[src/sv/pbsa_pkg.sv]
// Shared definitions for the packed byte SIMD ALU: lane geometry, operation codes
// and the restoring division step used by the divider pipeline.
// No dependencies.
`default_nettype none

package pbsa_pkg;

    localparam int LANES       = 8;
    localparam int LANE_W      = 8;
    localparam int WORD_W      = LANES * LANE_W;
    localparam int DIV_STEPS   = 2;                    // quotient bits per divider stage
    localparam int DIV_STAGES  = LANE_W / DIV_STEPS;
    localparam int PIPE_STAGES = DIV_STAGES + 2;       // operand stage + divider + output

    typedef enum logic [3:0] {
        MODE_ADD   = 4'd0,
        MODE_SUB   = 4'd1,
        MODE_MUL   = 4'd2,
        MODE_DIV   = 4'd3,
        MODE_MOD   = 4'd4,
        MODE_AND   = 4'd5,
        MODE_OR    = 4'd6,
        MODE_NOT   = 4'd7,
        MODE_XOR   = 4'd8,
        MODE_NAND  = 4'd9,
        MODE_NOR   = 4'd10,
        MODE_EQUAL = 4'd11
    } t_mode;

    // One restoring step: shift the next dividend bit into the partial remainder,
    // subtract the divisor when it fits and shift the quotient bit in.
    // Returns {remainder, dividend/quotient shift word}.
    function automatic logic [2*LANE_W-1:0] div_step(
        input logic [LANE_W-1:0] rem,
        input logic [LANE_W-1:0] dq,
        input logic [LANE_W-1:0] d
    );
        logic [LANE_W:0]   t;
        logic [LANE_W+1:0] diff;
        logic              q;
        logic [LANE_W-1:0] rem_n;
        t     = {rem, dq[LANE_W-1]};
        diff  = {1'b0, t} - {2'b00, d};
        q     = ~diff[LANE_W+1];
        rem_n = q ? diff[LANE_W-1:0] : t[LANE_W-1:0];
        return {rem_n, dq[LANE_W-2:0], q};
    endfunction

endpackage

`default_nettype wire

[src/sv/pbsa_divider.sv]
// Pipelined unsigned divider for all byte lanes: DIV_STEPS quotient bits per stage.
// Depends on pbsa_pkg for lane geometry and the division step.
`default_nettype none

module pbsa_divider (
    input  wire                              i_clk,
    input  wire  [pbsa_pkg::DIV_STAGES-1:0]  i_en,        // per-stage load enable
    input  wire  [pbsa_pkg::WORD_W-1:0]      i_dividend,  // lane magnitudes
    input  wire  [pbsa_pkg::WORD_W-1:0]      i_divisor,   // lane magnitudes
    output logic [pbsa_pkg::WORD_W-1:0]      o_quotient,
    output logic [pbsa_pkg::WORD_W-1:0]      o_remainder
);

    logic [pbsa_pkg::WORD_W-1:0] r_rem [pbsa_pkg::DIV_STAGES];
    logic [pbsa_pkg::WORD_W-1:0] r_dq  [pbsa_pkg::DIV_STAGES];
    logic [pbsa_pkg::WORD_W-1:0] r_d   [pbsa_pkg::DIV_STAGES];
    logic [pbsa_pkg::WORD_W-1:0] n_rem [pbsa_pkg::DIV_STAGES];
    logic [pbsa_pkg::WORD_W-1:0] n_dq  [pbsa_pkg::DIV_STAGES];

    genvar g;
    generate
        for (g = 0; g < pbsa_pkg::DIV_STAGES; g++) begin : g_stage
            logic [pbsa_pkg::WORD_W-1:0] w_rem_in;
            logic [pbsa_pkg::WORD_W-1:0] w_dq_in;
            logic [pbsa_pkg::WORD_W-1:0] w_d_in;

            if (g == 0) begin : g_first
                assign w_rem_in = '0;
                assign w_dq_in  = i_dividend;
                assign w_d_in   = i_divisor;
            end else begin : g_next
                assign w_rem_in = r_rem[g-1];
                assign w_dq_in  = r_dq[g-1];
                assign w_d_in   = r_d[g-1];
            end

            always_comb begin
                logic [pbsa_pkg::LANE_W-1:0]   rem;
                logic [pbsa_pkg::LANE_W-1:0]   dq;
                logic [2*pbsa_pkg::LANE_W-1:0] step;
                n_rem[g] = '0;
                n_dq[g]  = '0;
                for (int l = 0; l < pbsa_pkg::LANES; l++) begin
                    rem = w_rem_in[l*pbsa_pkg::LANE_W +: pbsa_pkg::LANE_W];
                    dq  = w_dq_in[l*pbsa_pkg::LANE_W +: pbsa_pkg::LANE_W];
                    for (int s = 0; s < pbsa_pkg::DIV_STEPS; s++) begin
                        step = pbsa_pkg::div_step(rem, dq,
                                   w_d_in[l*pbsa_pkg::LANE_W +: pbsa_pkg::LANE_W]);
                        rem  = step[2*pbsa_pkg::LANE_W-1:pbsa_pkg::LANE_W];
                        dq   = step[pbsa_pkg::LANE_W-1:0];
                    end
                    n_rem[g][l*pbsa_pkg::LANE_W +: pbsa_pkg::LANE_W] = rem;
                    n_dq[g][l*pbsa_pkg::LANE_W +: pbsa_pkg::LANE_W]  = dq;
                end
            end

            always_ff @(posedge i_clk) begin
                if (i_en[g]) begin
                    r_rem[g] <= n_rem[g];
                    r_dq[g]  <= n_dq[g];
                    r_d[g]   <= w_d_in;
                end
            end
        end
    endgenerate

    assign o_quotient  = r_dq[pbsa_pkg::DIV_STAGES-1];
    assign o_remainder = r_rem[pbsa_pkg::DIV_STAGES-1];

endmodule

`default_nettype wire

[src/sv/packed_byte_simd_alu.sv]
// Top level of the packed byte SIMD ALU: operand stage, divider pipeline, output stage.
// Depends on pbsa_pkg and pbsa_divider.
`default_nettype none

// Lane-wise ALU over eight signed byte lanes (lane 0 in bits 7:0). One transaction
// is accepted every cycle while s_tready is high, whatever the operation: every code
// runs through the same pipeline of an operand stage, the divider, which resolves two
// quotient bits per stage over four stages, and an output stage. Stalls on
// the output side ripple back only as far as the first empty stage, so bubbles are
// squeezed out and s_tready stays high while any stage can still advance.
// Add, sub and mul wrap to 8 bits; div truncates toward zero and mod takes the
// dividend's sign. A zero divisor gives -1 for div and the dividend for mod and
// sets that lane's bit of zero_divisor_mask; the mask is zero in all other modes.
// Unused operation codes return zero.

module packed_byte_simd_alu (
    input  wire          i_clk,
    input  wire          i_rst_n,
    input  wire          s_tvalid,
    output logic         s_tready,
    input  wire  [135:0] s_tdata,   // mode[3:0], operand_a[67:4], operand_b[131:68], pad
    output logic         m_tvalid,
    input  wire          m_tready,
    output logic [71:0]  m_tdata    // lane_result[63:0], zero_divisor_mask[71:64]
);

    localparam int LW = pbsa_pkg::LANE_W;
    localparam int NL = pbsa_pkg::LANES;
    localparam int PS = pbsa_pkg::PIPE_STAGES;
    localparam int DS = pbsa_pkg::DIV_STAGES;

    // Everything an item needs besides the divider's own words
    typedef struct packed {
        pbsa_pkg::t_mode              mode;
        logic [pbsa_pkg::WORD_W-1:0]  res;     // result of the non-dividing ops
        logic [pbsa_pkg::WORD_W-1:0]  a;       // raw dividend, for mod by zero
        logic [NL-1:0]                zmask;
        logic [NL-1:0]                qneg;
        logic [NL-1:0]                rneg;
    } t_side;

    logic [PS-1:0]               r_vld;
    logic [PS-1:0]               w_adv;
    t_side                       r_side [DS+1];
    t_side                       n_side;
    logic [pbsa_pkg::WORD_W-1:0] r_amag, n_amag;
    logic [pbsa_pkg::WORD_W-1:0] r_bmag, n_bmag;
    logic [71:0]                 r_out, n_out;
    logic [pbsa_pkg::WORD_W-1:0] w_quo, w_rem;

    // ---- handshake: a stage advances when it is empty or its successor advances
    always_comb begin
        w_adv[PS-1] = ~r_vld[PS-1] | m_tready;
        for (int k = PS - 2; k >= 0; k--) begin
            w_adv[k] = ~r_vld[k] | w_adv[k+1];
        end
    end

    assign s_tready = w_adv[0];
    assign m_tvalid = r_vld[PS-1];
    assign m_tdata  = r_out;

    always_ff @(posedge i_clk) begin
        if (!i_rst_n) begin
            r_vld <= '0;
        end else begin
            r_vld <= (w_adv & {r_vld[PS-2:0], s_tvalid}) | (~w_adv & r_vld);
        end
    end

    // ---- operand stage: simple ops, magnitudes and signs for the divider
    always_comb begin
        logic [3:0]    mode_bits;
        logic [LW-1:0] x, y, r;
        logic          is_div;
        mode_bits   = s_tdata[3:0];
        n_side      = '0;
        n_side.mode = pbsa_pkg::t_mode'(mode_bits);
        n_side.a    = s_tdata[67:4];
        n_amag      = '0;
        n_bmag      = '0;
        is_div      = (n_side.mode == pbsa_pkg::MODE_DIV) || (n_side.mode == pbsa_pkg::MODE_MOD);
        for (int l = 0; l < NL; l++) begin
            x = s_tdata[4 + l*LW +: LW];
            y = s_tdata[68 + l*LW +: LW];
            case (n_side.mode)
                pbsa_pkg::MODE_ADD:   r = x + y;
                pbsa_pkg::MODE_SUB:   r = x - y;
                pbsa_pkg::MODE_MUL:   r = LW'(x * y);
                pbsa_pkg::MODE_AND:   r = x & y;
                pbsa_pkg::MODE_OR:    r = x | y;
                pbsa_pkg::MODE_NOT:   r = ~x;
                pbsa_pkg::MODE_XOR:   r = x ^ y;
                pbsa_pkg::MODE_NAND:  r = ~(x & y);
                pbsa_pkg::MODE_NOR:   r = ~(x | y);
                pbsa_pkg::MODE_EQUAL: r = (x == y) ? '1 : '0;
                default:              r = '0;
            endcase
            n_side.res[l*LW +: LW] = r;
            n_side.zmask[l]        = is_div && (y == '0);
            n_side.qneg[l]         = x[LW-1] ^ y[LW-1];
            n_side.rneg[l]         = x[LW-1];
            n_amag[l*LW +: LW]     = x[LW-1] ? LW'(-x) : x;
            n_bmag[l*LW +: LW]     = y[LW-1] ? LW'(-y) : y;
        end
    end

    always_ff @(posedge i_clk) begin
        if (w_adv[0]) begin
            r_side[0] <= n_side;
            r_amag    <= n_amag;
            r_bmag    <= n_bmag;
        end
    end

    // ---- divider stages; side data travels alongside
    pbsa_divider u_div (
        .i_clk       (i_clk),
        .i_en        (w_adv[DS:1]),
        .i_dividend  (r_amag),
        .i_divisor   (r_bmag),
        .o_quotient  (w_quo),
        .o_remainder (w_rem)
    );

    genvar g;
    generate
        for (g = 1; g <= DS; g++) begin : g_side
            always_ff @(posedge i_clk) begin
                if (w_adv[g]) begin
                    r_side[g] <= r_side[g-1];
                end
            end
        end
    endgenerate

    // ---- output stage: restore signs, patch zero divisors, select the result
    always_comb begin
        logic [LW-1:0] q, rm, r;
        t_side         sd;
        sd = r_side[DS];
        for (int l = 0; l < NL; l++) begin
            q  = w_quo[l*LW +: LW];
            rm = w_rem[l*LW +: LW];
            case (sd.mode)
                pbsa_pkg::MODE_DIV: begin
                    if (sd.zmask[l]) r = '1;
                    else             r = sd.qneg[l] ? LW'(-q) : q;
                end
                pbsa_pkg::MODE_MOD: begin
                    if (sd.zmask[l]) r = sd.a[l*LW +: LW];
                    else             r = sd.rneg[l] ? LW'(-rm) : rm;
                end
                default: r = sd.res[l*LW +: LW];
            endcase
            n_out[l*LW +: LW] = r;
        end
        n_out[71:64] = sd.zmask;
    end

    always_ff @(posedge i_clk) begin
        if (w_adv[PS-1]) begin
            r_out <= n_out;
        end
    end

endmodule

`default_nettype wire

[config.mk]
export PLATFORM = sky130hd
export DESIGN_NAME = packed_byte_simd_alu
export DESIGN_NICKNAME = d
export VERILOG_FILES = /design/src/sv/pbsa_pkg.sv /design/src/sv/pbsa_divider.sv /design/src/sv/packed_byte_simd_alu.sv
export SDC_FILE = /design/constraint.sdc
export NUM_CORES = 2
export LEC_CHECK = 0
export BUFFER_PORTS_ARGS = -buffer_cell sky130_fd_sc_hd__buf_4
export CORE_MARGIN = 1
export CORE_UTILIZATION = 45
export CTS_CLUSTER_SIZE = 14
export DETAILED_ROUTE_END_ITERATION = 16
export HOLD_SLACK_MARGIN = 0.02
export PLACE_DENSITY = 0.58
export SYNTH_ARGS = -nofsm -noshare
export SYNTH_HDL_FRONTEND = slang
export SYNTH_SLANG_ARGS = --single-unit
[constraint.sdc]
create_clock -name i_clk -period 22.8 [get_ports i_clk]
set_clock_uncertainty 0.05 [all_clocks]
set_input_delay 4.56 -clock i_clk [delete_from_list [all_inputs] [get_ports i_clk]]
set_output_delay 4.56 -clock i_clk [all_outputs]
set_load 0.05 [all_outputs]
==> impl_metrics.json <==
{
  "p_seq_share_pct": 35.1,
  "routedWlPerCell_um": 20.5,
  "die_area_um2": 208000,
  "timing.fmax_mhz": 89.1,
  "routed_via_density": 5.45,
  "synth_edf_count": 1612,
  "initial_core_util_pct": 45.3,
  "cts_setup_buffers": 0,
  "p_clk_share_pct": 23.5,
  "postSynth.asyncResetShare_pct": 0,
  "max_stage_delay_ns": 0.51,
  "die-height_um": 456,
  "setup_tns_ns": 0,
  "worstPathCellList": "buf_4 > nor2b_1 > and2_1 > and3_1 > nand3_4 > buf_4",
  "ys_ff_latch": 1618,
  "yosysWarnings": 0,
  "post_dp_cell_area_um2": 97600,
  "core_um2": 205000,
  "setup_violations": 0,
  "cp.arrival_ns": 6.61,
  "dp.cells": 10700,
  "gp_congestion": 0.892,
  "cts_sinks": 1618,
  "rows": 166,
  "num_vias": 60200,
  "drv_cap": 0,
  "clk_pin_slew_worst_paths_ns": 0.07,
  "fin_cells": 11000,
  "slowest_stage": "and3_1",
  "seq_area_frac_synth_pct": 52.3,
  "grt_max_degree": 163,
  "power_frac_comb_pct": 41.4,
  "hpwl_um": 165000,
  "drv_slew": 0,
  "p_switching_mw": 4.18,
  "synth-main-ff-cell": "edfxtp_1",
  "cellLeakagePower_nw": 43.0,
  "final_core_util_pct": 50.6,
  "nNetsFinal": 9307,
  "switching_share_pct": 33.7,
  "status": "complete, no violations",
  "cts_buffers": 179,
  "holdBufCountCts": 0,
  "root_buffer": "clkbuf_16",
  "io_buffers": 209,
  "startpoint_type": "primary input",
  "worstSetupPathType": "primary input to output pin",
  "grt_setup_unrepaired": "no",
  "cts.htree.levels": 4,
  "syn_area_um2": 92800,
  "critPathMaxFanout": 5,
  "internal-power_mw": 8.22,
  "powerDensity_nw_per_um2": 120,
  "syn_inst": 7926,
  "critPathMostFrequentCell": "buf_4",
  "avgSynthCellArea_um2": 11.7,
  "tightest_slew_ns": 1.16,
  "relSlewSlack_pct": 22.5,
  "die_w_um": 456,
  "grt_pass1_wl_um": 349000,
  "clk_path_buf_depth": 3,
  "synthToLayoutAreaGrowth_pct": 11.6,
  "fin_ws_ns": 11.58,
  "wl_um": 227000,
  "worstPathRequired_ns": 18.19,
  "hold_path.class": "flop to flop",
  "cts_resized": 0,
  "fin_crit_ns": 11.22,
  "ios": 214,
  "track_usage_pct": 21.6,
  "place_ws_ns": 11.55,
  "drt_iter0_drc": 4044,
  "cts_tree": "done",
  "grt_pass1_vias": 60300,
  "layout-drive-gt1-share_pct": 9.81,
  "grt_antenna_before_repair": 22,
  "route.detailed.drc": 0,
  "drtPass1Iterations": 5,
  "max-vdd-ir-drop_v": 0.0000809,
  "clk_latency_ns": 0.83,
  "crit_path_end_kind": "output pin",
  "synth.distinct_cells": 92,
  "finalInstanceArea_um2": 104000,
  "overflow": 0,
  "timing.final.crit_share_pct": 49.2,
  "hold_viol_final": 0,
  "drt.antenna.violating_nets": 0
}
area by class of cell:
cell class,count,area [µm²]
Inverter,836,3160
Sequential cell,1618,48500
Timing Repair Buffer,266,2020
Fill cell,17800,101000
Antenna cell,11,27.5
Clock inverter,117,1320
Clock buffer,215,4680
Tap cell,2688,3360
Multi-Input combinational cell,5290,40500
metrics by stage:
stage	power, mW	hold slack (ns)
floorplan	8.39	0.350
global placement	9.35	0.350
detailed placement	9.50	0.355
CTS	12.5	0.350
global route	13.2	0.360
finish	12.4	0.351
critical path: cells and delay by family:
kind,cells,cell delay (ns)
simple gates,4,1.54
buf+inv,2,0.45
power groups by stage:
stage	sequential (mW)	clock [mW]	combinational, mW
6_report	4.36	2.91	5.13
5_1_grt	4.41	3.10	5.72
4_1_cts	4.36	2.99	5.15
3_5_place_dp	4.42	0	5.09
3_3_place_gp	4.40	0	4.95
2_1_floorplan	4.38	0	4.01
logic make-up (layout without fill, tap and decap cells):
logic type,after synthesis,count (layout),synth area share (%)
AND/OR/NAND/NOR,1798,1798,8.81
other,1,35,0.00404
flip-flops,1618,1618,52.3
buffers and inverters,1041,1434,4.28
multiplexers,325,325,3.85
AO/OA/AOI/OAI,1623,1623,11.1
adder cells (fa/ha/maj),976,976,14.5
XOR/XNOR,544,544,5.13
placed cells by master, fill, tap and decap left out, types with 28 or more instances in the layout:
cell type / n
a221oi_1: 40
nor2b_1: 114
or3_1: 52
mux2_2: 206
a211oi_1: 60
ha_1: 808
o21ai_0: 360
a21oi_1: 483
xor2_1: 132
nand2_1: 478
o21bai_1: 59
o31ai_1: 66
mux2i_1: 94
nor2_1: 706
inv_1: 817
nor4_1: 29
o22ai_1: 60
nor3_1: 116
clkbuf_16: 180
and2_1: 47
clkinv_1: 46
nand2b_1: 61
o221ai_1: 46
fa_1: 168
xnor2_1: 412
nand3_1: 72
a21o_1: 79
o31a_1: 28
clkbuf_1: 31
o21a_1: 116
edfxtp_1: 1612
buf_4: 264
o211ai_1: 62
per-layer routing:
layer | vias up | routed length, µm | track usage (%)
met2 | 1452 | 110000 | 36.9
met1 | 29300 | 97400 | 27.5
met4 | 6 | 8640 | 8.71
met3 | 425 | 10700 | 3.13
li1 | 29100 | - | -
met5 | - | 43 | 0
synth_stat cells (59+ instances only):
cell	instances	area, µm²
mux2i_1	94	941
fa_1	168	3360
nand2_1	483	1810
nor3_1	118	591
o21bai_1	59	443
o211ai_1	62	465
ha_1	808	10100
xnor2_1	412	3610
xor2_1	132	1160
nand2b_1	65	407
a21o_1	79	593
o22ai_1	60	375
o31ai_1	66	495
edfxtp_1	1612	48400
clkbuf_1	153	574
inv_1	820	3080
o21ai_0	360	1800
a21oi_1	483	2420
nor2_1	711	2670
o21a_1	116	871
mux2_2	206	2320
nor2b_1	118	738
a211oi_1	60	450
nand3_1	75	375
registers in the layout, indices dropped and copies added (netlist names), named ones only:
signal	flops
m_tdata	72
u_div.r_rem	256
r_bmag	64
u_div.r_d	192
u_div.r_dq	256
r_side	708
r_amag	64
final timing paths:
check | from | to | slack (ns) | depth (start not counted)
setup / recovery | m_tready | s_tready | 11.58 | 6
hold reg to reg | r_side[0][437]$_DFFE_PP_ | r_side[0][593]$_DFFE_PP_ | 0.35 | 0
setup reg to reg | u_div.r_d[2][9]$_DFFE_PP_ | u_div.r_rem[3][14]$_DFFE_PP_ | 17.70 | 15
hold / removal | r_side[0][437]$_DFFE_PP_ | r_side[0][593]$_DFFE_PP_ | 0.35 | 0
Power figures use the tool's default switching activity.
